`config.mk`:
```
export PLATFORM = sky130hd
export DESIGN_NAME = hrf_isqrt
export DESIGN_NICKNAME = d
export VERILOG_FILES = /design/src/design/hrf_pkg.sv /design/src/design/hrf_isqrt.sv
export SDC_FILE = /design/constraint.sdc
export NUM_CORES = 1
export LEC_CHECK = 0
export BUFFER_PORTS_ARGS = -buffer_cell sky130_fd_sc_hd__buf_2
export CORE_ASPECT_RATIO = 1.25
export CORE_MARGIN = 10
export CORE_UTILIZATION = 60
export DETAILED_ROUTE_END_ITERATION = 10
export GPL_TIMING_DRIVEN = 0
export HOLD_SLACK_MARGIN = 0.06
export MAX_ROUTING_LAYER = met4
export PLACE_DENSITY_LB_ADDON = 0.08
export SLEW_MARGIN = 20
export SYNTH_ARGS = -nofsm -noshare
export SYNTH_HDL_FRONTEND = slang
export SYNTH_SLANG_ARGS = --single-unit
```
`constraint.sdc`:
```
create_clock -name clk_i -period 14.1 [get_ports clk_i]
set_clock_uncertainty 0.15 [all_clocks]
set_input_delay 2.115 -clock clk_i [delete_from_list [all_inputs] [get_ports clk_i]]
set_output_delay 2.115 -clock clk_i [all_outputs]
set_load 0.01 [all_outputs]
```
`src/design/hrf_pkg.sv`:
```
package hrf_pkg;

  localparam int LatW        = 24;
  localparam int LonW        = 25;
  localparam int DistW       = 23;
  localparam int PosW        = 16;
  localparam int CfgIdxW     = 2;
  localparam int CfgDataW    = 25;
  localparam int CountWidthDef = 16;

  localparam int AngW       = 27;
  localparam int CordW      = 34;
  localparam int CordSteps  = 16;
  localparam int StepW      = 4;
  localparam int RadW       = 61;
  localparam int RootW      = 31;
  localparam int TrigW      = 32;

  localparam logic signed [AngW-1:0] DegFull       = 27'sd23592960;
  localparam logic signed [AngW-1:0] DegHalf       = 27'sd11796480;
  localparam logic signed [AngW-1:0] DegHalfNeg    = -27'sd11796480;
  localparam logic signed [AngW-1:0] DegQuarter    = 27'sd5898240;
  localparam logic signed [AngW-1:0] DegQuarterNeg = -27'sd5898240;

  localparam logic signed [CordW-1:0] CordicGain = 34'sd652032874;
  localparam logic [RootW-1:0]        OneQ30     = 31'h4000_0000;
  localparam logic [23:0]             KmPerDeg   = 24'd14574541;
  localparam logic [DistW-1:0]        DistMax    = 23'd5124096;

  typedef enum logic [CfgIdxW-1:0] {
    REG_REF_LAT = 2'd0,
    REG_REF_LON = 2'd1,
    REG_RADIUS  = 2'd2
  } cfg_reg_e;

  typedef struct packed {
    logic start;
    logic vec;
  } cordic_ctl_t;

  function automatic logic signed [AngW-1:0] atan_deg(input logic [StepW-1:0] i);
    logic signed [AngW-1:0] r;
    case (i)
      4'd0:    r = 27'sd2949120;
      4'd1:    r = 27'sd1740967;
      4'd2:    r = 27'sd919879;
      4'd3:    r = 27'sd466945;
      4'd4:    r = 27'sd234379;
      4'd5:    r = 27'sd117304;
      4'd6:    r = 27'sd58666;
      4'd7:    r = 27'sd29335;
      4'd8:    r = 27'sd14668;
      4'd9:    r = 27'sd7334;
      4'd10:   r = 27'sd3667;
      4'd11:   r = 27'sd1833;
      4'd12:   r = 27'sd917;
      4'd13:   r = 27'sd458;
      4'd14:   r = 27'sd229;
      default: r = 27'sd115;
    endcase
    return r;
  endfunction

endpackage

```
`src/design/hrf_isqrt.sv`:
```
module hrf_isqrt (
  input  logic                       clk_i,
  input  logic                       rst_ni,
  input  logic                       start_i,
  input  logic [hrf_pkg::RadW-1:0]   val_i,
  output logic                       done_o,
  output logic [hrf_pkg::RootW-1:0]  root_o
);
  import hrf_pkg::*;

  logic            busy_q, done_q;
  logic [RadW-1:0] rem_q, root_q, bit_q;
  logic [RadW:0]   trial;
  logic            ge;

  always_comb begin
    trial = {1'b0, root_q} + {1'b0, bit_q};
    ge    = {1'b0, rem_q} >= trial;
  end

  always_ff @(posedge clk_i or negedge rst_ni) begin
    if (!rst_ni) begin
      busy_q <= 1'b0;
      done_q <= 1'b0;
    end else if (start_i) begin
      busy_q <= 1'b1;
      done_q <= 1'b0;
    end else if (busy_q && bit_q[0]) begin
      busy_q <= 1'b0;
      done_q <= 1'b1;
    end else begin
      done_q <= 1'b0;
    end
  end

  always_ff @(posedge clk_i) begin
    if (start_i) begin
      rem_q  <= val_i;
      root_q <= '0;
      bit_q  <= {1'b1, {(RadW-1){1'b0}}};
    end else if (busy_q) begin
      bit_q <= bit_q >> 2;
      if (ge) begin
        rem_q  <= rem_q - trial[RadW-1:0];
        root_q <= (root_q >> 1) + bit_q;
      end else begin
        root_q <= root_q >> 1;
      end
    end
  end

  assign done_o = done_q;
  assign root_o = root_q[RootW-1:0];

endmodule

```
==> impl_metrics.ini, run 1 <==
[worst_setup_path]
required_ps = 14090
cp_max_fo = 22
start_kind = register
crit_type = reg2reg
worstPathArrival_ps = 7740
cp_cell_sequence = ha_1, a31oi_1, o21ai_0, a211oi_1, nor3_1, o21ai_1, a211oi_1, a211oi_1, o21ai_0, nand2_1, xor2_1, ha_1, clkbuf_1, nand4_1, nor2_1, nand4_1, o31ai_1, a31oi_1, o21bai_1, o21ai_4, buf_6, buf_2, o21ai_4, buf_12
slowest_delay_ps = 660
cp_common_cell = a211oi_1
crit_slowest_cell = a211oi_1
critPathCaptureType = register

[global_route]
grt_pass1_wl_mm = 77.7
grt_pass1_vias = 14300
grt.overflow.total = 0
grt.total_usage = 0.320
antenna_found_initial = 0
grt_start_max_net_pins = 26

[yosys]
synth_edf_count = 61
ys_seq_area_frac = 0.257
synth_seq_cells = 155
yosys_most_used_dff = dfxtp_1
mappedNetlistArea_um2 = 14500
syn_inst = 1839
yosys_warnings = 0
async_flop_share = 0.0129
avgSynthCellArea_um2 = 7.87
syn-num-nets = 2028
yosysUniqueCellTypes = 85

[finish]
fin_cells = 2294
drive_above_1_share = 0.112
layout.nets = 2144
fin_util = 0.676
design_area_um2 = 16000
multiInputGateArea_um2 = 9880
nFillCells = 2101
regArea_um2 = 3720
syn2layout_area_growth_pct = 10.9

[sta]
worst_slew_pin_slew_ps = 989
hold_viol = 0
setup_viol = 0
maxSlewViolCount = 0
period_share = 0.550
period_needed_ps = 7750
rsz0062_at_grt = false
slew_headroom = 0.341
fin_setup_tns_ps = 0
fmax_ghz = 0.129

[routing]
drtIter0Drc = 1499
num_vias = 14800
wl_per_cell_um = 21.7
drc = 0
drtAntennaViolNets = 0
dr.pass1.iters = 8
viasPerCell = 6.45
routed_wl_mm = 49.8

[flow_run]
maxCapViolCount = 0

[clock_network]
clk_pin_slew_ps = 70
cts_tree = built
cts_sinks = 155
cts_resized = 0
htreeDepth = 4
hold_buffers = 0
post_cts_buffers = 0
numCtsBuffers = 17
clk_latency_ps = 450
cts_max_path_buffers = 2
clk_root_buffer_cell = clkbuf_16

[place]
dp_hpwl_mm = 38.7
portBuffers = 95
place_inst = 2261
place.gp.congestion = 1.02
placed_cell_area_um2 = 15400

[power]
ir_drop_mv = 0.138
p_per_area_nw_per_um2 = 185
p_leak_nw = 6.47
pwr-share-comb = 0.600
p_switching_mw = 1.40
seqPwrFrac = 0.232
clkPwrFrac = 0.168
swShare = 0.469
power.internal_mw = 1.58

[die]
io_pins = 96
num_rows = 63
core_region_area_um2 = 23700
die_h_um = 194
die_w_um = 159
dieArea_um2 = 30800
start_util = 0.610

[status]
outcome = finished clean

[min_path]
hp-class = reg2reg
state kept, by name, summed over array words and instances, names as in the netlist:
register and flops:
rem_q 61, bit_q 31, busy_q 1, root_q 61, done_o 1
cells in the final DEF, fill, tap and decap left out, types with 12 or more instances in the layout:
cell type | netlist | layout
nor4_1 | 12 | 12
a211oi_1 | 46 | 46
buf_2 | 11 | 106
xor2_1 | 63 | 63
ha_1 | 124 | 124
nor3_1 | 36 | 36
o31ai_1 | 17 | 17
clkbuf_16 | 0 | 20
nand2_1 | 206 | 206
a21o_1 | 30 | 30
or3_1 | 20 | 20
clkbuf_1 | 79 | 80
and2_1 | 12 | 12
nand2b_1 | 16 | 16
xnor2_1 | 79 | 79
buf_4 | 36 | 36
nand4_1 | 45 | 45
a311oi_1 | 14 | 14
dfxtp_1 | 92 | 92
o21bai_1 | 28 | 28
a21oi_1 | 108 | 108
a31oi_1 | 68 | 68
o21a_1 | 16 | 16
inv_1 | 46 | 46
nor2b_1 | 14 | 14
mux2i_1 | 41 | 41
edfxtp_1 | 61 | 61
o21ai_0 | 153 | 152
and3_1 | 12 | 12
nand3_1 | 36 | 36
nor2_1 | 178 | 178
logic make-up (layout without fill, tap and decap cells):
kind of cell               Yosys count  count (layout)  share of synthesized area
xor gates and xnor gates           142             142                     0.0860
other                                0               1                          0
adders and majority gates          125             125                      0.109
buffers and inverters              184             313                     0.0603
muxes                               44              44                     0.0307
AOI/OAI and AO/OA                  576             576                      0.260
and+or+nand+nor                    613             613                      0.198
DFF                                155             155                      0.257
routing by layer:
| metal | vias up | global-route usage | part of all wire |
|---|---|---|---|
| li1 | 7015 | - | - |
| met1 | 6858 | 0.358 | 0.39 |
| met2 | 727 | 0.530 | 0.48 |
| met3 | 193 | 0.0486 | 0.072 |
| met4 | 0 | 0.196 | 0.060 |
| met5 | - | - | 0 |
Yosys cell counts (7+ instances only):
| cell type | n | area (um2) |
|---|---|---|
| nand2_1 | 206 | 773 |
| nor2_1 | 178 | 668 |
| o21ai_0 | 153 | 766 |
| ha_1 | 124 | 1550 |
| a21oi_1 | 108 | 541 |
| dfxtp_1 | 92 | 1840 |
| clkbuf_1 | 79 | 297 |
| xnor2_1 | 79 | 692 |
| a31oi_1 | 68 | 425 |
| xor2_1 | 63 | 552 |
| edfxtp_1 | 61 | 1830 |
| a211oi_1 | 46 | 345 |
| inv_1 | 46 | 173 |
| nand4_1 | 45 | 282 |
| mux2i_1 | 41 | 410 |
| buf_4 | 36 | 270 |
| nand3_1 | 36 | 180 |
| nor3_1 | 36 | 180 |
| a21o_1 | 30 | 225 |
| o21bai_1 | 28 | 210 |
| or3_1 | 20 | 125 |
| o31ai_1 | 17 | 128 |
| nand2b_1 | 16 | 100 |
| o21a_1 | 16 | 120 |
| a311oi_1 | 14 | 123 |
| nor2b_1 | 14 | 87.6 |
| and2_1 | 12 | 75.1 |
| and3_1 | 12 | 75.1 |
| nor4_1 | 12 | 75.1 |
| buf_2 | 11 | 55.1 |
| a31o_2 | 9 | 78.8 |
| o22ai_1 | 9 | 56.3 |
| o211ai_1 | 7 | 52.6 |
layout make-up:
| type | count | share of cell area |
|---|---|---|
| repair buffers | 97 | 0.0326 |
| multi-input cells | 1500 | 0.616 |
| inverters | 46 | 0.0108 |
| diodes | 1 | 0.000156 |
| clock buffers | 23 | 0.0332 |
| clock inverters | 9 | 0.00601 |
| plain buffers | 138 | 0.0436 |
| well taps | 325 | 0.0254 |
| flip-flops and latches | 155 | 0.232 |
power groups by stage:
stage	logic (mW)	clock network, mW	registers, mW
floorplan	1.28	0	0.686
global placement	1.69	0	0.721
detailed placement	1.73	0	0.697
CTS	1.74	0.498	0.689
global route	1.95	0.516	0.698
finish	1.78	0.499	0.691
worst max-delay path, delay by kind of cell (launching register included):
| kind | cells | cell delay (ps) |
|---|---|---|
| AOI/OAI and AO/OA | 12 | 3760 |
| xor gates and xnor gates | 1 | 280 |
| adders and majority gates | 2 | 520 |
| buffers and inverters | 4 | 1010 |
| DFF | 1 | 550 |
| and+or+nand+nor | 5 | 1120 |
metrics by stage:
step	hold slack (ps)	power, mW	setup slack (ps)
floorplan	317	1.96	4580
global placement	351	2.41	290
detailed placement	366	2.43	6620
CTS	375	2.93	6580
global route	410	3.17	6000
finish	379	2.97	6350
final timing paths:
| check | from | end | slack, ps | cells past startpoint |
|---|---|---|---|---|
| setup / recovery | root_q[10] | rem_q[41] | 6350 | 24 |
| hold / removal | root_q[54] | root_q[54] | 380 | 2 |
| setup reg to reg | root_q[10] | rem_q[41] | 6350 | 24 |
| hold reg to reg | root_q[54] | root_q[54] | 380 | 2 |
| max in group asynchronous | rst_ni | busy_q | 12420 | 1 |
| min in group asynchronous | rst_ni | done_o | 1290 | 1 |
No activity file was read; power rests on OpenSTA's default activity.
==> run 2, diff against run 1 <==
Clock period 14.1 ns to 7.2 ns, I/O delays scaled along.
==> run 2 against run 1 <==
Final cell count barely moved. Fmax is 11% higher. Hold slack got worse by 120 ps. Critical path depth increased by 2. Sequential power is 95% higher. Non-clock buffer count did not move. Clock power increased by 85%. Utilization grew 0.11 points. Flip-flop and latch count unchanged. Setup slack lost 6100 ps. Routed wire length decreased by 0.12%. Global-route usage is 0.15 points lower. Largest cell class unchanged.
==> impl_metrics.ini, run 2 (synthesis gave the netlist of run 1 again) <==
[worst_setup_path]
r2r.worst_path.cells = 26
startpoint = root_q[8]
crit_type = reg2reg
regToRegSetupSlack_ps = 220
cp_max_fo = 25
required_ps = 7190
start_kind = register
crit_end = rem_q[36]
worstPathArrival_ps = 6980
timing.rr.start = root_q[8]
slowest_delay_ps = 580
regToRegEndpoint = rem_q[36]
critPathCaptureType = register
crit_slowest_cell = dfxtp_1

[global_route]
grt.overflow.total = 0
grt_pass1_wl_mm = 77.5
grt.total_usage = 0.318
grt_start_max_net_pins = 26
antenna_found_initial = 0
grt_pass1_vias = 14400

[flow_run]
maxCapViolCount = 0

[clock_network]
numCtsBuffers = 17
clk_latency_ps = 450
clk_root_buffer_cell = clkbuf_16
clk_pin_slew_ps = 70
htreeDepth = 4
cts_max_path_buffers = 2
hold_buffers = 0
cts_sinks = 155
cts_tree = built

[place]
dp_hpwl_mm = 38.3
portBuffers = 95
place_inst = 2262
place.gp.congestion = 0.983
pre_cts_slack_ps = -114

[finish]
regArea_um2 = 3730
drive_above_1_share = 0.118
final_cell_mix = nand2_1, nor2_1, o21ai_0
top_regs = rem_q: 61 flops, root_q: 61 flops, bit_q: 31 flops
multiInputGateArea_um2 = 9920
layout.nets = 2144
diodes = 0
fin_cells = 2293
syn2layout_area_growth_pct = 11.0
final_common_cell = nand2_1
nFillCells = 2045

[die]
core_region_area_um2 = 23700
io_pins = 96
die_w_um = 159
dieArea_um2 = 30800
start_util = 0.610
num_rows = 63
die_h_um = 194

[routing]
dr.pass1.iters = 6
drc = 0
num_vias = 14800
drtIter0Drc = 1317
viasPerCell = 6.46
wl_per_cell_um = 21.7
drtAntennaViolNets = 0
routed_wl_mm = 49.7

[power]
seqPwrFrac = 0.233
p_switching_mw = 2.71
p_per_area_nw_per_um2 = 360
power.internal_mw = 3.08
ir_drop_mv = 0.253
pwr-share-comb = 0.608
power_mw = 5.79
p_leak_nw = 6.49
clkPwrFrac = 0.159
swShare = 0.469

[sta]
maxSlewViolCount = 0
setup_viol = 0
fin_ws_ps = 217
fmax_ghz = 0.143
period_needed_ps = 6980
worst_slew_pin_slew_ps = 914
period_share = 0.970
hold_viol = 0
slew_headroom = 0.390

[min_path]
hp-class = in2async

[status]
outcome = finished clean
==> run 2: cell types whose count changed in the layout (fill, tap and decap cells not counted), moves of 3 or more <==
cell / delta
inv_4: +4
a211oi_1: -3
a211oi_2: +3
clkinv_2: +3
dfxtp_1: -3
dfxtp_2: +3
o21ai_0: -3
==> run 2: per-layer routing <==
metal  vias to the layer above  wire [um]  global-route usage
met5                         -          0                   -
met4                         0       3150               0.196
met3                       197       3770              0.0478
met2                       696      24100               0.534
met1                      6922      18700               0.350
li1                       7001          -                   -
==> run 2: layout make-up <==
class	count	share of cell area
buffer	136	0.0431
inverter	46	0.0107
clock buffer	22	0.0309
tap	325	0.0253
clock inverter	10	0.00522
sequential	155	0.232
timing repair buffer	99	0.0352
multi-input combinational	1500	0.618
==> run 2: how the worst min path moves through the flow <==
stage                  to  slack (ps)
2_1_floorplan  root_q[54]         320
3_3_place_gp   root_q[54]         360
3_5_place_dp    root_q[0]         360
4_1_cts            busy_q         260
5_1_grt            busy_q         260
6_report           busy_q         260
==> run 2: power groups by stage <==
stage,logic (mW),clock network (mW),registers [mW]
floorplan,2.50,0,1.32
global placement,3.31,0,1.38
detailed placement,3.41,0,1.36
CTS,3.44,0.922,1.35
global route,3.85,0.955,1.37
finish,3.52,0.921,1.35
==> run 2: worst max-delay path: cells and delay by family, from the launching register on <==
kind | cells | cell delay [ps]
buf+inv | 6 | 1290
flops | 1 | 580
simple gates | 6 | 1160
fa+ha+maj | 2 | 540
compound gates | 11 | 2640
xor+xnor | 1 | 260
==> run 2: timing repair <==
| item | in CTS | in global routing |
|---|---|---|
| resized for setup | 3 | 11 |
| endpoints found under the setup margin | 25 | 67 |
| pin swaps | 0 | 1 |
| buffers inserted | 0 | 1 |
==> run 2: metrics by stage <==
step	area, um2	util	TNS, ps	hold slack (ps)
2_1_floorplan	14500	-	0	317
3_3_place_gp	15400	0.647	-126220	356
3_5_place_dp	15400	0.651	-2790	359
4_1_cts	16000	0.676	0	257
5_1_grt	16100	0.677	-1130	262
6_report	16100	0.677	0	257
==> run 3, diff against run 2 <==
Settings changed: BUFFER_PORTS_ARGS -buffer_cell sky130_fd_sc_hd__buf_2 to default, CORE_MARGIN 10 to 2, DONT_BUFFER_PORTS from default to 1.
==> run 3 against run 2 <==
Power fell by 0.39%. Clock power rose by 2.8%. Sequential share of layout area rose by 0.68 points. Sequential power barely moved. Setup slack improved by 5.4 ps. Hold slack got worse by 85 ps.
==> impl_metrics.ini, run 3 (synthesis gave the netlist of run 1 again) <==
[global_route]
antenna_found_initial = 1
grt.total_usage = 0.389
grt_pass1_vias = 13800
grt_start_max_net_pins = 26
grt.overflow.total = 0
grt_pass1_wl_mm = 73.7

[finish]
final_common_cell = nand2_1
drive_above_1_share = 0.0715
multiInputGateArea_um2 = 9910
final_cell_mix = nand2_1, nor2_1, o21ai_0
syn2layout_area_growth_pct = 7.83
layout.nets = 2051
regArea_um2 = 3720
top_regs = rem_q: 61 flops, root_q: 61 flops, bit_q: 31 flops
fin_util = 0.658
nFillCells = 2123

[die]
num_rows = 63
core_region_area_um2 = 23700
start_util = 0.610
dieArea_um2 = 25400
io_pins = 96
die_h_um = 178
die_w_um = 143

[min_path]
hp-class = in2async

[routing]
num_vias = 14500
drc = 0
drtIter0Drc = 1398
drtAntennaViolNets = 0
wl_per_cell_um = 22.0
viasPerCell = 6.59
routed_wl_mm = 48.4
dr.pass1.iters = 6

[clock_network]
clk_root_buffer_cell = clkbuf_16
numCtsBuffers = 17
cts_max_path_buffers = 2
clk_latency_ps = 450
cts_sinks = 155
clk_pin_slew_ps = 70
cts_tree = built
htreeDepth = 4

[status]
outcome = finished clean

[worst_setup_path]
required_ps = 7190
startpoint = root_q[2]
regToRegEndpoint = rem_q[23]
slowest_delay_ps = 470
crit_type = reg2reg
cp_max_fo = 25
path_buf_inv = 5
cp_num_cells = 24
critPathCaptureType = register
path_delay_family = compound AO/OA/AOI/OAI gates
cp_cell_sequence = ha_1, a31oi_1, a211o_1, o21ai_1, a21oi_2, nand4_1, a31oi_2, o21ai_1, a31oi_1, xor2_1, ha_1, clkbuf_1, nand4_1, nor2_2, nand4_1, o31ai_1, a31oi_1, o21bai_1, o21ai_4, buf_6, buf_2, o21ai_4, buf_16, buf_16
crit_slowest_cell = dfxtp_1
timing.rr.start = root_q[2]
crit_end = rem_q[23]
worstPathArrival_ps = 6970
r2r.worst_path.cells = 24
start_kind = register
regToRegSetupSlack_ps = 220

[sta]
hold_ws_ps = 172
setup_viol = 0
period_share = 0.969
worst_slew_pin_slew_ps = 975
fin_ws_ps = 222
fmax_ghz = 0.143
hold_viol = 0
maxSlewViolCount = 0
slew_headroom = 0.350
period_needed_ps = 6980

[power]
ir_drop_mv = 0.258
power_mw = 5.77
p_per_area_nw_per_um2 = 370
p_leak_nw = 6.06

[place]
pre_cts_slack_ps = -34.6
dp_hpwl_mm = 37.3
portBuffers = 0
place.gp.congestion = 0.992

[flow_run]
maxCapViolCount = 0
## run 3: cell count changes in the layout (fill, tap and decap cells not counted), moves of 3 or more
cell	change
inv_4	-3
clkinv_4	+3
buf_2	-95
clkinv_2	-3
inv_6	+3
## run 3: per-stage QoR
step                TNS [ps]  area, um2  std cells
floorplan                  0      14500       1839
global placement     -124640      14900       2164
detailed placement     -1280      15000       2167
CTS                        0      15600       2199
global route           -8.50      15600       2201
finish                     0      15600       2201
## run 3: layer usage
layer	vias to the layer above	GRT usage	wire length, um
li1	6813	-	-
met1	6819	0.427	18400
met2	670	0.652	23300
met3	192	0.0693	3610
met4	0	0.242	3150
met5	-	-	0
## run 3: cell type report
cell class	count	area share
buffer	138	0.0448
multi-input combinational	1500	0.635
sequential	155	0.239
tap	325	0.0261
inverter	46	0.0111
clock inverter	12	0.00874
clock buffer	20	0.0293
antenna	1	0.000160
timing repair buffer	4	0.00577
## run 3: where the power goes
part / switching (mW) / internal, mW / total [mW]
Sequential: 0.117 / 1.23 / 1.35
Clock: 0.414 / 0.533 / 0.947
Combinational: 2.17 / 1.30 / 3.47
Total: 2.70 / 3.07 / 5.77
## run 3: how the worst min path moves through the flow
stage	start	to	slack, ps	depth (start not counted)
finish	rst_ni	done_o	170	0
global route	rst_ni	done_o	170	0
CTS	rst_ni	done_o	170	0
detailed placement	root_q[54]	root_q[54]	360	2
global placement	root_q[54]	root_q[54]	350	2
floorplan	root_q[54]	root_q[54]	320	2
## run 3: worst reg2reg max path, stage by stage, from the launching register on
cell and delay [ps]:
dfxtp_1 470, ha_1 320, a31oi_1 380, a211o_1 200, o21ai_1 160, a21oi_2 350
nand4_1 360, a31oi_2 380, o21ai_1 190, a31oi_1 230, xor2_1 290, ha_1 170
clkbuf_1 330, nand4_1 270, nor2_2 260, nand4_1 230, o31ai_1 280, a31oi_1 70
o21bai_1 320, o21ai_4 200, buf_6 220, buf_2 240, o21ai_4 200, buf_16 200
buf_16 220
## run 3: timing repair
item,4_1_cts,5_1_grt
cloned,0,0
pin swaps,0,2
gates resized for setup,1,8
endpoints found under the setup margin,47,83
setup buffers,0,1
endpoints found under the hold margin,0,0
hold buffers,0,0
