File: config.mk
export PLATFORM = sky130hd
export DESIGN_NAME = hrf_cordic
export DESIGN_NICKNAME = d
export VERILOG_FILES = /design/src/design/hrf_pkg.sv /design/src/design/hrf_cordic.sv
export SDC_FILE = /design/constraint.sdc
export NUM_CORES = 1
export LEC_CHECK = 0
export BUFFER_PORTS_ARGS = -buffer_cell sky130_fd_sc_hd__buf_2
export CORE_ASPECT_RATIO = 1.1
export CORE_MARGIN = 2
export CORE_UTILIZATION = 55
export DETAILED_ROUTE_END_ITERATION = 8
export HOLD_SLACK_MARGIN = 0.05
export PLACE_DENSITY_LB_ADDON = 0.15
export SLEW_MARGIN = 30
export SYNTH_ARGS = -nofsm -noshare
export SYNTH_HDL_FRONTEND = slang
export SYNTH_SLANG_ARGS = --single-unit
File: constraint.sdc
create_clock -name clk_i -period 5.7 [get_ports clk_i]
set_clock_uncertainty 0.05 [all_clocks]
set_input_delay 1.14 -clock clk_i [delete_from_list [all_inputs] [get_ports clk_i]]
set_output_delay 1.14 -clock clk_i [all_outputs]
set_load 0.02 [all_outputs]
File: src/design/hrf_pkg.sv
package hrf_pkg;

  localparam int LatW        = 24;
  localparam int LonW        = 25;
  localparam int DistW       = 23;
  localparam int PosW        = 16;
  localparam int CfgIdxW     = 2;
  localparam int CfgDataW    = 25;
  localparam int CountWidthDef = 16;

  localparam int AngW       = 27;
  localparam int CordW      = 34;
  localparam int CordSteps  = 16;
  localparam int StepW      = 4;
  localparam int RadW       = 61;
  localparam int RootW      = 31;
  localparam int TrigW      = 32;

  localparam logic signed [AngW-1:0] DegFull       = 27'sd23592960;
  localparam logic signed [AngW-1:0] DegHalf       = 27'sd11796480;
  localparam logic signed [AngW-1:0] DegHalfNeg    = -27'sd11796480;
  localparam logic signed [AngW-1:0] DegQuarter    = 27'sd5898240;
  localparam logic signed [AngW-1:0] DegQuarterNeg = -27'sd5898240;

  localparam logic signed [CordW-1:0] CordicGain = 34'sd652032874;
  localparam logic [RootW-1:0]        OneQ30     = 31'h4000_0000;
  localparam logic [23:0]             KmPerDeg   = 24'd14574541;
  localparam logic [DistW-1:0]        DistMax    = 23'd5124096;

  typedef enum logic [CfgIdxW-1:0] {
    REG_REF_LAT = 2'd0,
    REG_REF_LON = 2'd1,
    REG_RADIUS  = 2'd2
  } cfg_reg_e;

  typedef struct packed {
    logic start;
    logic vec;
  } cordic_ctl_t;

  function automatic logic signed [AngW-1:0] atan_deg(input logic [StepW-1:0] i);
    logic signed [AngW-1:0] r;
    case (i)
      4'd0:    r = 27'sd2949120;
      4'd1:    r = 27'sd1740967;
      4'd2:    r = 27'sd919879;
      4'd3:    r = 27'sd466945;
      4'd4:    r = 27'sd234379;
      4'd5:    r = 27'sd117304;
      4'd6:    r = 27'sd58666;
      4'd7:    r = 27'sd29335;
      4'd8:    r = 27'sd14668;
      4'd9:    r = 27'sd7334;
      4'd10:   r = 27'sd3667;
      4'd11:   r = 27'sd1833;
      4'd12:   r = 27'sd917;
      4'd13:   r = 27'sd458;
      4'd14:   r = 27'sd229;
      default: r = 27'sd115;
    endcase
    return r;
  endfunction

endpackage

File: src/design/hrf_cordic.sv
module hrf_cordic (
  input  logic                              clk_i,
  input  logic                              rst_ni,
  input  hrf_pkg::cordic_ctl_t              ctl_i,
  input  logic signed [hrf_pkg::CordW-1:0]  x0_i,
  input  logic signed [hrf_pkg::CordW-1:0]  y0_i,
  input  logic signed [hrf_pkg::AngW-1:0]   z0_i,
  output logic                              done_o,
  output logic signed [hrf_pkg::CordW-1:0]  x_o,
  output logic signed [hrf_pkg::CordW-1:0]  y_o,
  output logic signed [hrf_pkg::AngW-1:0]   z_o
);
  import hrf_pkg::*;

  logic                    busy_q, done_q, vec_q;
  logic [StepW-1:0]        step_q;
  logic signed [CordW-1:0] x_q, y_q, xs, ys;
  logic signed [AngW-1:0]  z_q, at;
  logic                    cw;

  always_comb begin
    xs = x_q >>> step_q;
    ys = y_q >>> step_q;
    at = atan_deg(step_q);
    cw = vec_q ? !y_q[CordW-1] : z_q[AngW-1];
  end

  always_ff @(posedge clk_i or negedge rst_ni) begin
    if (!rst_ni) begin
      busy_q <= 1'b0;
      done_q <= 1'b0;
      vec_q  <= 1'b0;
      step_q <= '0;
    end else if (ctl_i.start) begin
      busy_q <= 1'b1;
      done_q <= 1'b0;
      vec_q  <= ctl_i.vec;
      step_q <= '0;
    end else if (busy_q) begin
      step_q <= step_q + 1'b1;
      if (step_q == StepW'(CordSteps - 1)) begin
        busy_q <= 1'b0;
        done_q <= 1'b1;
      end
    end else begin
      done_q <= 1'b0;
    end
  end

  always_ff @(posedge clk_i) begin
    if (ctl_i.start) begin
      x_q <= x0_i;
      y_q <= y0_i;
      z_q <= z0_i;
    end else if (busy_q) begin
      if (cw) begin
        x_q <= x_q + ys;
        y_q <= y_q - xs;
        z_q <= z_q + at;
      end else begin
        x_q <= x_q - ys;
        y_q <= y_q + xs;
        z_q <= z_q - at;
      end
    end
  end

  assign done_o = done_q;
  assign x_o    = x_q;
  assign y_o    = y_q;
  assign z_o    = z_q;

endmodule

==> results.md, run 1 <==
- Initial core utilization: 56.30%
- Async S/R FF share, synth: 6.863%
- Place WS: -185.5 ps
- Remaining Overflow, GRT: 0
- I/O pins: 195
- Final wirelength: 52.80 mm
- Critical path's largest stage delay: 550 ps
- Mapped Cells: 1704
- RSZ-0062 raised after global routing: yes
- Hold Path Depth: 1
- Area of the multi-input gates: 11350 µm²
- Core ar.: 26220 µm²
- Die area: 28170 µm²
- Worst hold path type: reg -> reg
- Most used cell, CP: buf_4
- Post-synthesis sequential area ratio: 20.51%
- Nets@finish: 2228
- CTS tree: yes
- Post-synthesis cell area: 14760 µm²
- Number of synthesized flops with an enable pin: 95
- Setup Viol. Count Final: 0
- Chip height: 175.8 µm
- Share of post-route cells with drive strength above 1: 29.72%
- Pre-antenna DRT Iters: 8
- MaxCap Viol Count: 0
- Largest net degree at the start of global routing: 118
- Fin. Hold Viols: 0
- Diodes inserted: 0
- Critical path data required time: 5780 ps
- Routability cong.: 1.055
- Crit-path max FO: 10
- CTS clk-pin slew, worst paths: 80 ps
- R2R Setup Slk: 160 ps
- Final worst setup slack: 161.0 ps
- CP top delay family: simple AND/OR/NAND/NOR gates
- Status: finished, final reports clean
- Reg area: 3040 µm²
- GR Util met1: 47.86%
- Met3 global-route usage: 5.313%
- DP HPWL: 40.72 mm
- Slew Viols, Final: 0
- H-tree depth: 3
- DR WL/cell: 22.18 µm
- Num CTS Buffers: 9
- DR iter-0 viols: 1616
- Crit path buf inv count: 5
- CP arrival: 5620 ps
- Vias in the first global route: 14550
- CTS Sinks: 102
- Synth unique cells: 87
- Tcrit/Tclk final: 97.18%
- # fillers: 2230
- Slew at the pin with the worst max-slew slack: 956.2 ps
- CTS max path bufs: 2
- Skew-Pair Late Insertion Delay: 380 ps
- Synth Area per Inst: 8.664 µm²
- Vias: 15330
- Site row count: 62
- Global route hottest layer: met2
- YS warnings: 0
- Crit-path cells: buf_12, buf_4, mux4_2, buf_4, mux4_2, a211o_1, nor4b_4, buf_4, nand4_4, nor4_4, and2b_2, buf_4, a21oi_1, xor2_1, ha_1, a21o_1, a21o_1, a21o_1, o211ai_1, and4_1, nor3_2
- Hold EP: vec_q$_DFFE_PN0P_
- Gr usage total: 36.73%
- Post-route minimum period: 5539 ps
- Worst path slowest cell: dfrtp_4
- First-pass GRT wire length: 81.10 mm
- RR Endpoint: x_o[33]$_DFFE_PP_
- Initial antenna violation count: 0
- Residual DRC: 0
- Most used flip-flop cell after synthesis: edfxtp_1
- IO Port Bufs: 194
- DR vias/cell: 6.440
- Met2 Resource Use GR: 60.35%
- Setup CP Type: reg -> reg
- Slew Limit Headroom: 36.25%
- Worst R2R Start: step_q[1]$_DFFE_PN0P_
- Post-synth net total: 1908
- Layout Utilization: 68.68%
- Worst setup EP type: flip-flop
- Hold Startpoint: vec_q$_DFFE_PN0P_
- Register bit total from synthesis: 102
- Post-DRT Antenna Nets: 0
- Root buffer cell: clkbuf_16
- Setup TNS: 0 ps
- CP startpoint kind: flip-flop
- Worst Reg-to-Reg Cells: 21
- Die Wd: 160.2 µm
- Area grow syn2layout: 21.98%
- Fmax: 180.5 MHz
## synthesized netlist by cell type, types with 6 or more instances
| cell | count | area [µm²] |
|---|---|---|
| o31ai_1 | 26 | 195.2 |
| mux4_2 | 60 | 1351 |
| o21a_1 | 27 | 202.7 |
| a31oi_1 | 25 | 156.4 |
| mux2_2 | 41 | 461.7 |
| edfxtp_1 | 95 | 2853 |
| and2_1 | 21 | 131.4 |
| nor3_1 | 27 | 135.1 |
| mux4_1 | 11 | 289.0 |
| xnor2_1 | 83 | 727.0 |
| ha_1 | 102 | 1276 |
| o211ai_1 | 15 | 112.6 |
| nand2_1 | 203 | 762.0 |
| o21ai_1 | 7 | 35.03 |
| nand4_1 | 12 | 75.07 |
| a21o_1 | 41 | 307.8 |
| or2_2 | 7 | 43.79 |
| mux2i_1 | 39 | 390.4 |
| nand3b_1 | 6 | 45.04 |
| a21oi_1 | 135 | 675.7 |
| o21bai_1 | 14 | 105.1 |
| a211oi_1 | 23 | 172.7 |
| o21ai_0 | 136 | 680.7 |
| nor2_1 | 108 | 405.4 |
| nand3_1 | 30 | 150.1 |
| buf_2 | 12 | 60.06 |
| o22ai_1 | 10 | 62.56 |
| nor2b_1 | 21 | 131.4 |
| nor3b_1 | 7 | 52.55 |
| xor2_1 | 68 | 595.6 |
| dfrtp_1 | 7 | 175.2 |
| nand2b_1 | 23 | 143.9 |
| inv_1 | 44 | 165.2 |
| a221oi_1 | 7 | 61.31 |
| and3_1 | 13 | 81.33 |
| buf_1 | 19 | 71.32 |
| or3_1 | 9 | 56.30 |
| a31o_2 | 6 | 52.55 |
| clkbuf_1 | 53 | 198.9 |
## cell families after synthesis
kind of cell / synth area share, %
AO/OA/AOI/OAI: 23.22
AND/OR/NAND/NOR: 16.75
multiplexers: 17.13
XOR/XNOR: 8.958
buffers and inverters: 4.382
adder cells (fa/ha/maj): 9.052
flip-flops: 20.51
## metal layers
layer,vias to the layer above,part of all wire [%]
met1,7284,40
met3,151,8.3
met4,0,4.8
met2,783,47
met5,-,0
li1,7116,-
## metrics by stage
stage | instance area, µm² | hold slack, ps | cells
3_5_place_dp | 17200 | 484.5 | 2344
2_1_floorplan | 14770 | 439.8 | 1704
5_1_grt | 18010 | 522.6 | 2381
6_report | 18010 | 497.0 | 2381
4_1_cts | 17620 | 502.3 | 2362
3_3_place_gp | 17200 | 461.7 | 2344
## how the worst max path moves through the flow
stage	from	to	slack [ps]	cells after the start
final	step_q[1]$_DFFE_PN0P_	x_o[33]$_DFFE_PP_	160	21
after global routing	step_q[1]$_DFFE_PN0P_	z_o[25]$_DFFE_PP_	-60	22
after CTS	step_q[1]$_DFFE_PN0P_	y_o[27]$_DFFE_PP_	10	23
after detailed placement	step_q[1]$_DFFE_PN0P_	x_o[32]$_DFFE_PP_	-190	20
after global placement	step_q[1]$_DFFE_PN0P_	x_o[32]$_DFFE_PP_	-240	19
after floorplan	step_q[2]$_DFFE_PN0P_	y_o[21]$_DFFE_PP_	1	20
## cell usage in the layout (no fill, tap or decap), drive strengths merged, types with 14 or more instances in the layout
master  instances
nor2b          21
mux2i          40
o21bai         14
xor2           68
nand2         203
mux2           43
inv            45
mux4           71
nand2b         23
o21a           27
o211ai         16
nand3          30
a21o           41
buf           402
nor3           28
nor2          108
o21ai         143
o31ai          27
a21oi         136
a211oi         23
and3           14
xnor2          83
and2           21
a31oi          25
ha            102
edfxtp         95
## area by class of cell
class	instances	area share, %
multi-input cells	1462	63.02
flip-flops and latches	102	16.88
repair buffers	405	15.13
well taps	352	2.446
clock buffers	10	1.271
inverters	44	0.9171
clock inverters	6	0.3404
## registers in the layout (all words and copies together) (netlist names)
register  flops
done_o        1
vec_q         1
busy_q        1
z_o          27
x_o          34
step_q        4
y_o          34
## repair_timing
item	CTS	global route
setup buffers	1	17
pin swaps	3	21
setup endpoints to repair	22	33
gates cloned	1	2
hold buffers	0	0
gates resized for setup	16	57
Power of run 1 is left out: the tool's default activity adds up to more than one toggle a clock period on the data nets, which glitch-free logic cannot reach.
==> run 2: changes to the inputs <==
CORE_UTILIZATION = 63   (was 55)
clock period = 6.5 ns   (was 5.7 ns; I/O delays follow)
==> run 2 against run 1 <==
Cell count down 9.5%; first-iteration DRC count up 7.6%; sequential share of layout area up 1.8 points; utilization up 2.4 points; worst hold slack better by 2.0 ps; non-clock buffer count down 174; die area down 12%; highest routed layer unchanged; maximum frequency down 11%; worst setup slack better by 150 ps; design area down 9.5%; via count down 3.8%; register-to-register slack better by 150 ps.
==> results.md, run 2 (synthesized netlist as in run 1, its figures left out) <==
- Core ar.: 22930 µm² (-13%)
- CTS max path bufs: 2 (unchanged)
- Slew Viols, Final: 0 (unchanged)
- Critical path's largest stage delay: 590 ps (+40 ps)
- Residual DRC: 0 (unchanged)
- Share of post-route cells with drive strength above 1: 20.92% (-8.8 points)
- Slew Limit Headroom: 38.03% (+1.8 points)
- RSZ-0062 raised after global routing: no
- Cell Area, Placed: 15930 µm² (-7.4%)
- Die area: 24680 µm² (-12%)
- Vias: 14750 (-3.8%)
- Met3 WL: 4.454 mm (+1.8%)
- Finished Layout Cells: 2155 (-9.5%)
- Vias in the first global route: 14070 (-3.3%)
- CTS clk-pin slew, worst paths: 90 ps (about the same)
- Num CTS Buffers: 9 (unchanged)
- Routability cong.: 1.002 (-5.1%)
- Wl on met1: 18.60 mm (-12%)
- Fin. Hold Viols: 0 (unchanged)
- Largest net degree at the start of global routing: 135 (+14%)
- Nets@finish: 2054 (-7.8%)
- Die Wd: 150.0 µm (-6.4%)
- Post-CTS Hold Buffers: 0 (unchanged)
- Crit-path cells: buf_8, mux4_2, mux4_2, a211o_1, nor4b_4, nand4_4, or2_4, o21ai_1, xor2_1, ha_1, nor2_1, nor2_1, a21oi_1, a21oi_1, o211ai_1, and4_1, nor3_2
- Worst hold path type: reg -> reg
- Root buffer cell: clkbuf_16
- Crit path buf inv count: 1 (-4)
- CP arrival: 6270 ps (+650 ps)
- I/O pins: 195 (unchanged)
- Area grow syn2layout: 10.42%
- Initial core utilization: 64.38% (+8.1 points)
- CP startpoint kind: flip-flop
- Worst path slowest cell: dfrtp_4
- Setup CP Type: reg -> reg
- Post-route minimum period: 6190 ps (+650.8 ps)
- Final wirelength: 47.87 mm (-9.3%)
- MaxCap Viol Count: 0 (unchanged)
- Worst setup EP type: flip-flop
- First-pass GRT wire length: 74.13 mm (-8.6%)
- Gr usage total: 38.31% (+1.6 points)
- Met2 WL: 22.44 mm (-9.4%)
- Tcrit/Tclk final: 95.23% (-1.9 points)
- Remaining Overflow, GRT: 0 (unchanged)
- Chip height: 164.6 µm (-6.4%)
- Diodes inserted: 0 (unchanged)
- Post-route cell area: 16300 µm² (-9.5%)
- IO Port Bufs: 194 (unchanged)
- CTS tree: yes
- CP top delay family: compound AO/OA/AOI/OAI gates
- CTS Sinks: 102 (unchanged)
- Setup Viol. Count Final: 0 (unchanged)
- Place WS: 32.17 ps (+217.7 ps)
- DP HPWL: 36.28 mm (-11%)
- Pre-antenna DRT Iters: 7 (-1)
- Fmax: 161.6 MHz (-11%)
- DR iter-0 viols: 1739 (+7.6%)
- Highest routed layer: met4
- Status: finished, final reports clean
- Initial antenna violation count: 0 (unchanged)
- Final worst setup slack: 310.2 ps (+149.2 ps)
- # fillers: 1902 (-15%)
- Skew-Pair Late Insertion Delay: 380 ps (about the same)
- Slew at the pin with the worst max-slew slack: 929.5 ps (-26.71 ps)
- H-tree depth: 3 (unchanged)
- # placed instances: 2136 (-8.9%)
- Commonest non-fill, non-tap cell in the layout: nand2_1
- Critical path data required time: 6580 ps (+800 ps)
- Crit-path max FO: 13 (+3)
- DR WL/cell: 22.21 µm (+0.16%)
- DR vias/cell: 6.845 (+6.3%)
- Site row count: 58 (-6.5%)
- Setup TNS: 0 ps (unchanged)
- Post-DRT Antenna Nets: 0 (unchanged)
- Most frequent cells in the layout: 203 x nand2_1, 193 x buf_2, 136 x o21ai_0, 135 x a21oi_1, 108 x nor2_1
==> run 2: cell count changes in the layout (fill, tap and decap cells not counted), moves of 4 or more <==
cell | previous run | this run
a21oi_1 | 130 | 135
o21ai_1 | 15 | 7
nor2_2 | 4 | 0
buf_4 | 199 | 33
o21ai_0 | 128 | 136
a211oi_2 | 6 | 0
a21oi_2 | 6 | 1
a211oi_1 | 17 | 23
nor2_1 | 103 | 108
o31ai_1 | 22 | 26
==> run 2: worst reg2reg max path, delay by kind of cell, from the launching register on <==
family                   cells  cell delay [ps]
AO/OA/AOI/OAI                5             1530
flip-flops                   1              590
AND/OR/NAND/NOR              7             1510
adder cells (fa/ha/maj)      1              400
buffers and inverters        1              230
multiplexers                 2             1150
XOR/XNOR                     1              490
==> run 2: path summary, 6_finish.rpt <==
| check | startpoint | endpoint | slack (ps) | cells past startpoint |
|---|---|---|---|---|
| max in group asynchronous | rst_ni | step_q[0]$_DFFE_PN0P_ | 5480 | 1 |
| min in group asynchronous | rst_ni | vec_q$_DFFE_PN0P_ | 710 | 1 |
| worst max register to register | step_q[1]$_DFFE_PN0P_ | x_o[33]$_DFFE_PP_ | 310 | 17 |
| worst max-delay path | step_q[1]$_DFFE_PN0P_ | x_o[33]$_DFFE_PP_ | 310 | 17 |
| worst min register to register | vec_q$_DFFE_PN0P_ | vec_q$_DFFE_PN0P_ | 500 | 1 |
| worst min-delay path | vec_q$_DFFE_PN0P_ | vec_q$_DFFE_PN0P_ | 500 | 1 |
==> run 2: stage by stage <==
step                hold slack, ps  util (%)
finish                       498.9     71.09
global route                 524.7     71.09
CTS                          489.3     70.91
floorplan                    439.8         -
detailed placement           462.7     69.45
global placement             450.8     69.45
==> run 2: area by class of cell <==
cell class / instances / area [µm²] / area share, %
sequential: 102 / 3040 / 18.65
timing repair buffer: 231 / 1309 / 8.028
inverter: 44 / 165.2 / 1.013
clock buffer: 9 / 225.2 / 1.382
multi-input combinational: 1462 / 11100 / 68.07
clock inverter: 7 / 90.09 / 0.5526
tap: 300 / 375.4 / 2.303
==> run 2: routing by layer <==
metal  global-route usage (%)  vias to the layer above
li1                         -                     6746
met1                    48.55                     6961
met2                    63.93                      864
met3                    6.271                      181
met4                    18.10                        0
met5                        0                        -
==> run 2: what timing repair did <==
| item | 4_1_cts | 5_1_grt |
|---|---|---|
| endpoints found under the setup margin | 1 | 9 |
| buffers inserted | 1 | 2 |
| gates cloned | 0 | 0 |
| gates resized for setup | 0 | 1 |
| pin swaps | 0 | 1 |
Power of run 2 is left out for the same reason.
==> run 3: changes to the inputs <==
CORE_ASPECT_RATIO = unset   (was 1.1)
==> run 3 against run 2 <==
Via count fell by 0.81%; worst hold slack better by 19 ps; critical path depth grew 3; worst setup slack better by 130 ps; die area about the same; sequential share of layout area down 0.051 points; sequential cell count did not move; utilization down 0.82 points; non-clock buffer count increased by 9; maximum frequency up 2.1%; wire length fell by 0.24%; critical path type unchanged; critical endpoint is now y_o[31]$_DFFE_PP_.
==> results.md, run 3 (synthesized netlist as in run 1, its figures left out) <==
- # fillers: 1930 (+1.5%)
- Worst hold path type: reg -> reg
- Commonest non-fill, non-tap cell in the layout: nand2_1
- MaxCap Viol Count: 0 (unchanged)
- RR Endpoint: y_o[31]$_DFFE_PP_
- CTS clk-pin slew, worst paths: 90 ps (about the same)
- Pre-antenna DRT Iters: 7 (unchanged)
- Routability cong.: 1.005 (+0.36%)
- Largest net degree at the start of global routing: 67 (-50%)
- Root buffer cell: clkbuf_16
- Final worst setup slack: 438.0 ps (+127.8 ps)
- Final wirelength: 47.75 mm (-0.24%)
- Worst setup EP type: flip-flop
- R2R Setup Slk: 440 ps (+130 ps)
- CP startpoint kind: flip-flop
- Diodes inserted: 0 (unchanged)
- Skew-Pair Late Insertion Delay: 380 ps (about the same)
- DR vias/cell: 6.703 (-2.1%)
- Residual DRC: 0 (unchanged)
- Slew at the pin with the worst max-slew slack: 763.8 ps (-165.7 ps)
- Post-route cell area: 16350 µm² (+0.28%)
- Share of post-route cells with drive strength above 1: 21.30% (+0.38 points)
- Slew Limit Headroom: 49.08% (+11 points)
- Num CTS Buffers: 9 (unchanged)
- Setup CP Type: reg -> reg
- CTS tree: yes
- DR WL/cell: 21.87 µm (-1.5%)
- First-pass GRT wire length: 73.51 mm (-0.83%)
- Slew Viols, Final: 0 (unchanged)
- Fmax: 165.0 MHz (+2.1%)
- Hold Startpoint: vec_q$_DFFE_PN0P_
- Site row count: 56 (-3.4%)
- Nets@finish: 2063 (+0.44%)
- Area grow syn2layout: 10.73%
- Remaining Overflow, GRT: 0 (unchanged)
- Post-DRT Antenna Nets: 0 (unchanged)
- DR iter-0 viols: 1601 (-7.9%)
- Setup TNS: 0 ps (unchanged)
- Hold EP: vec_q$_DFFE_PN0P_
- CTS max path bufs: 2 (unchanged)
- H-tree depth: 3 (unchanged)
- Post-route minimum period: 6062 ps (-127.8 ps)
- Die area: 24670 µm² (about the same)
- IO Port Bufs: 194 (unchanged)
- Vias: 14630 (-0.81%)
- Status: finished, final reports clean
- Core ar.: 23260 µm² (+1.4%)
- Die Wd: 157.1 µm (+4.8%)
- Most frequent cells in the layout: 203 x nand2_1, 194 x buf_2, 136 x o21ai_0, 135 x a21oi_1, 108 x nor2_1
- Crit-path max FO: 37 (+24)
- Worst R2R Start: step_q[0]$_DFFE_PN0P_
- Initial antenna violation count: 0 (unchanged)
- CTS Sinks: 102 (unchanged)
- Chip height: 157.1 µm (-4.5%)
- CP arrival: 6150 ps (-120 ps)
- Post-CTS Hold Buffers: 0 (unchanged)
- Layout Utilization: 70.27% (-0.82 points)
- Place WS: 262.0 ps (+229.8 ps)
- Gr usage total: 38.06% (-0.25 points)
- DP HPWL: 36.77 mm (+1.4%)
- Hold Path Depth: 1 (unchanged)
- Vias in the first global route: 13640 (-3.1%)
- Worst Reg-to-Reg Cells: 20 (+3)
- Tcrit/Tclk final: 93.26% (-2.0 points)
- Critical path data required time: 6590 ps (about the same)
- I/O pins: 195 (unchanged)
- Fin. Hold Viols: 0 (unchanged)
- Setup Viol. Count Final: 0 (unchanged)
- Cell Area, Placed: 16030 µm² (+0.68%)
- Initial core utilization: 63.46% (-0.91 points)
run 3: cell count changes in the layout (fill, tap and decap cells not counted), sizes merged:
cell	before	now
buf	231	240
inv	47	49
clkinv	3	2
bufinv	1	0
run 3: layer usage:
metal,global-route usage (%),up-vias,routed length (µm),share of wire (%)
li1,-,6758,-,-
met1,50.81,6881,19450,41
met2,61.28,868,21580,45
met3,7.241,125,4820,10
met4,14.89,0,1902,4.0
met5,0,-,0,0
run 3: layout make-up:
class / instances / area [µm²] / share of cell area (%)
multi-input combinational: 1462 / 11100 / 67.88
clock buffer: 9 / 225.2 / 1.378
tap: 319 / 399.1 / 2.442
clock inverter: 7 / 62.56 / 0.3827
inverter: 44 / 165.2 / 1.010
sequential: 102 / 3040 / 18.60
timing repair buffer: 240 / 1358 / 8.305
run 3: metrics by stage:
step                hold slack [ps]  cells
finish                        518.1   2183
global route                  527.0   2183
CTS                           511.3   2182
detailed placement            493.4   2166
global placement              493.8   2165
floorplan                     439.8   1704
run 3: worst max-delay path by stage:
stage	startpoint	endpoint	slack (ps)
2_1_floorplan	step_q[0]$_DFFE_PN0P_	z_o[26]$_DFFE_PP_	500
3_3_place_gp	step_q[1]$_DFFE_PN0P_	x_o[32]$_DFFE_PP_	390
3_5_place_dp	step_q[1]$_DFFE_PN0P_	y_o[31]$_DFFE_PP_	260
4_1_cts	step_q[1]$_DFFE_PN0P_	y_o[31]$_DFFE_PP_	220
5_1_grt	step_q[1]$_DFFE_PN0P_	y_o[31]$_DFFE_PP_	-4
6_report	step_q[0]$_DFFE_PN0P_	y_o[31]$_DFFE_PP_	440
run 3: worst max-delay path: stages, from the launching register on:
cell	delay [ps]
dfrtp_4	690
inv_1	190
buf_4	400
buf_4	250
mux2_2	360
or2_2	290
o22ai_1	230
nand4_1	300
nor2_1	330
a21oi_1	130
xor2_1	200
ha_1	350
o21a_1	230
o21ai_0	130
o21ai_0	120
or3_1	320
a211oi_1	480
nor4b_2	170
o211ai_1	240
nand3_1	110
a31o_2	230
run 3: what timing repair did:
item	in CTS	in global routing
gates resized for setup	0	1
setup buffers	0	1
endpoints found under the setup margin	0	17
Power of run 3 is left out for the same reason.
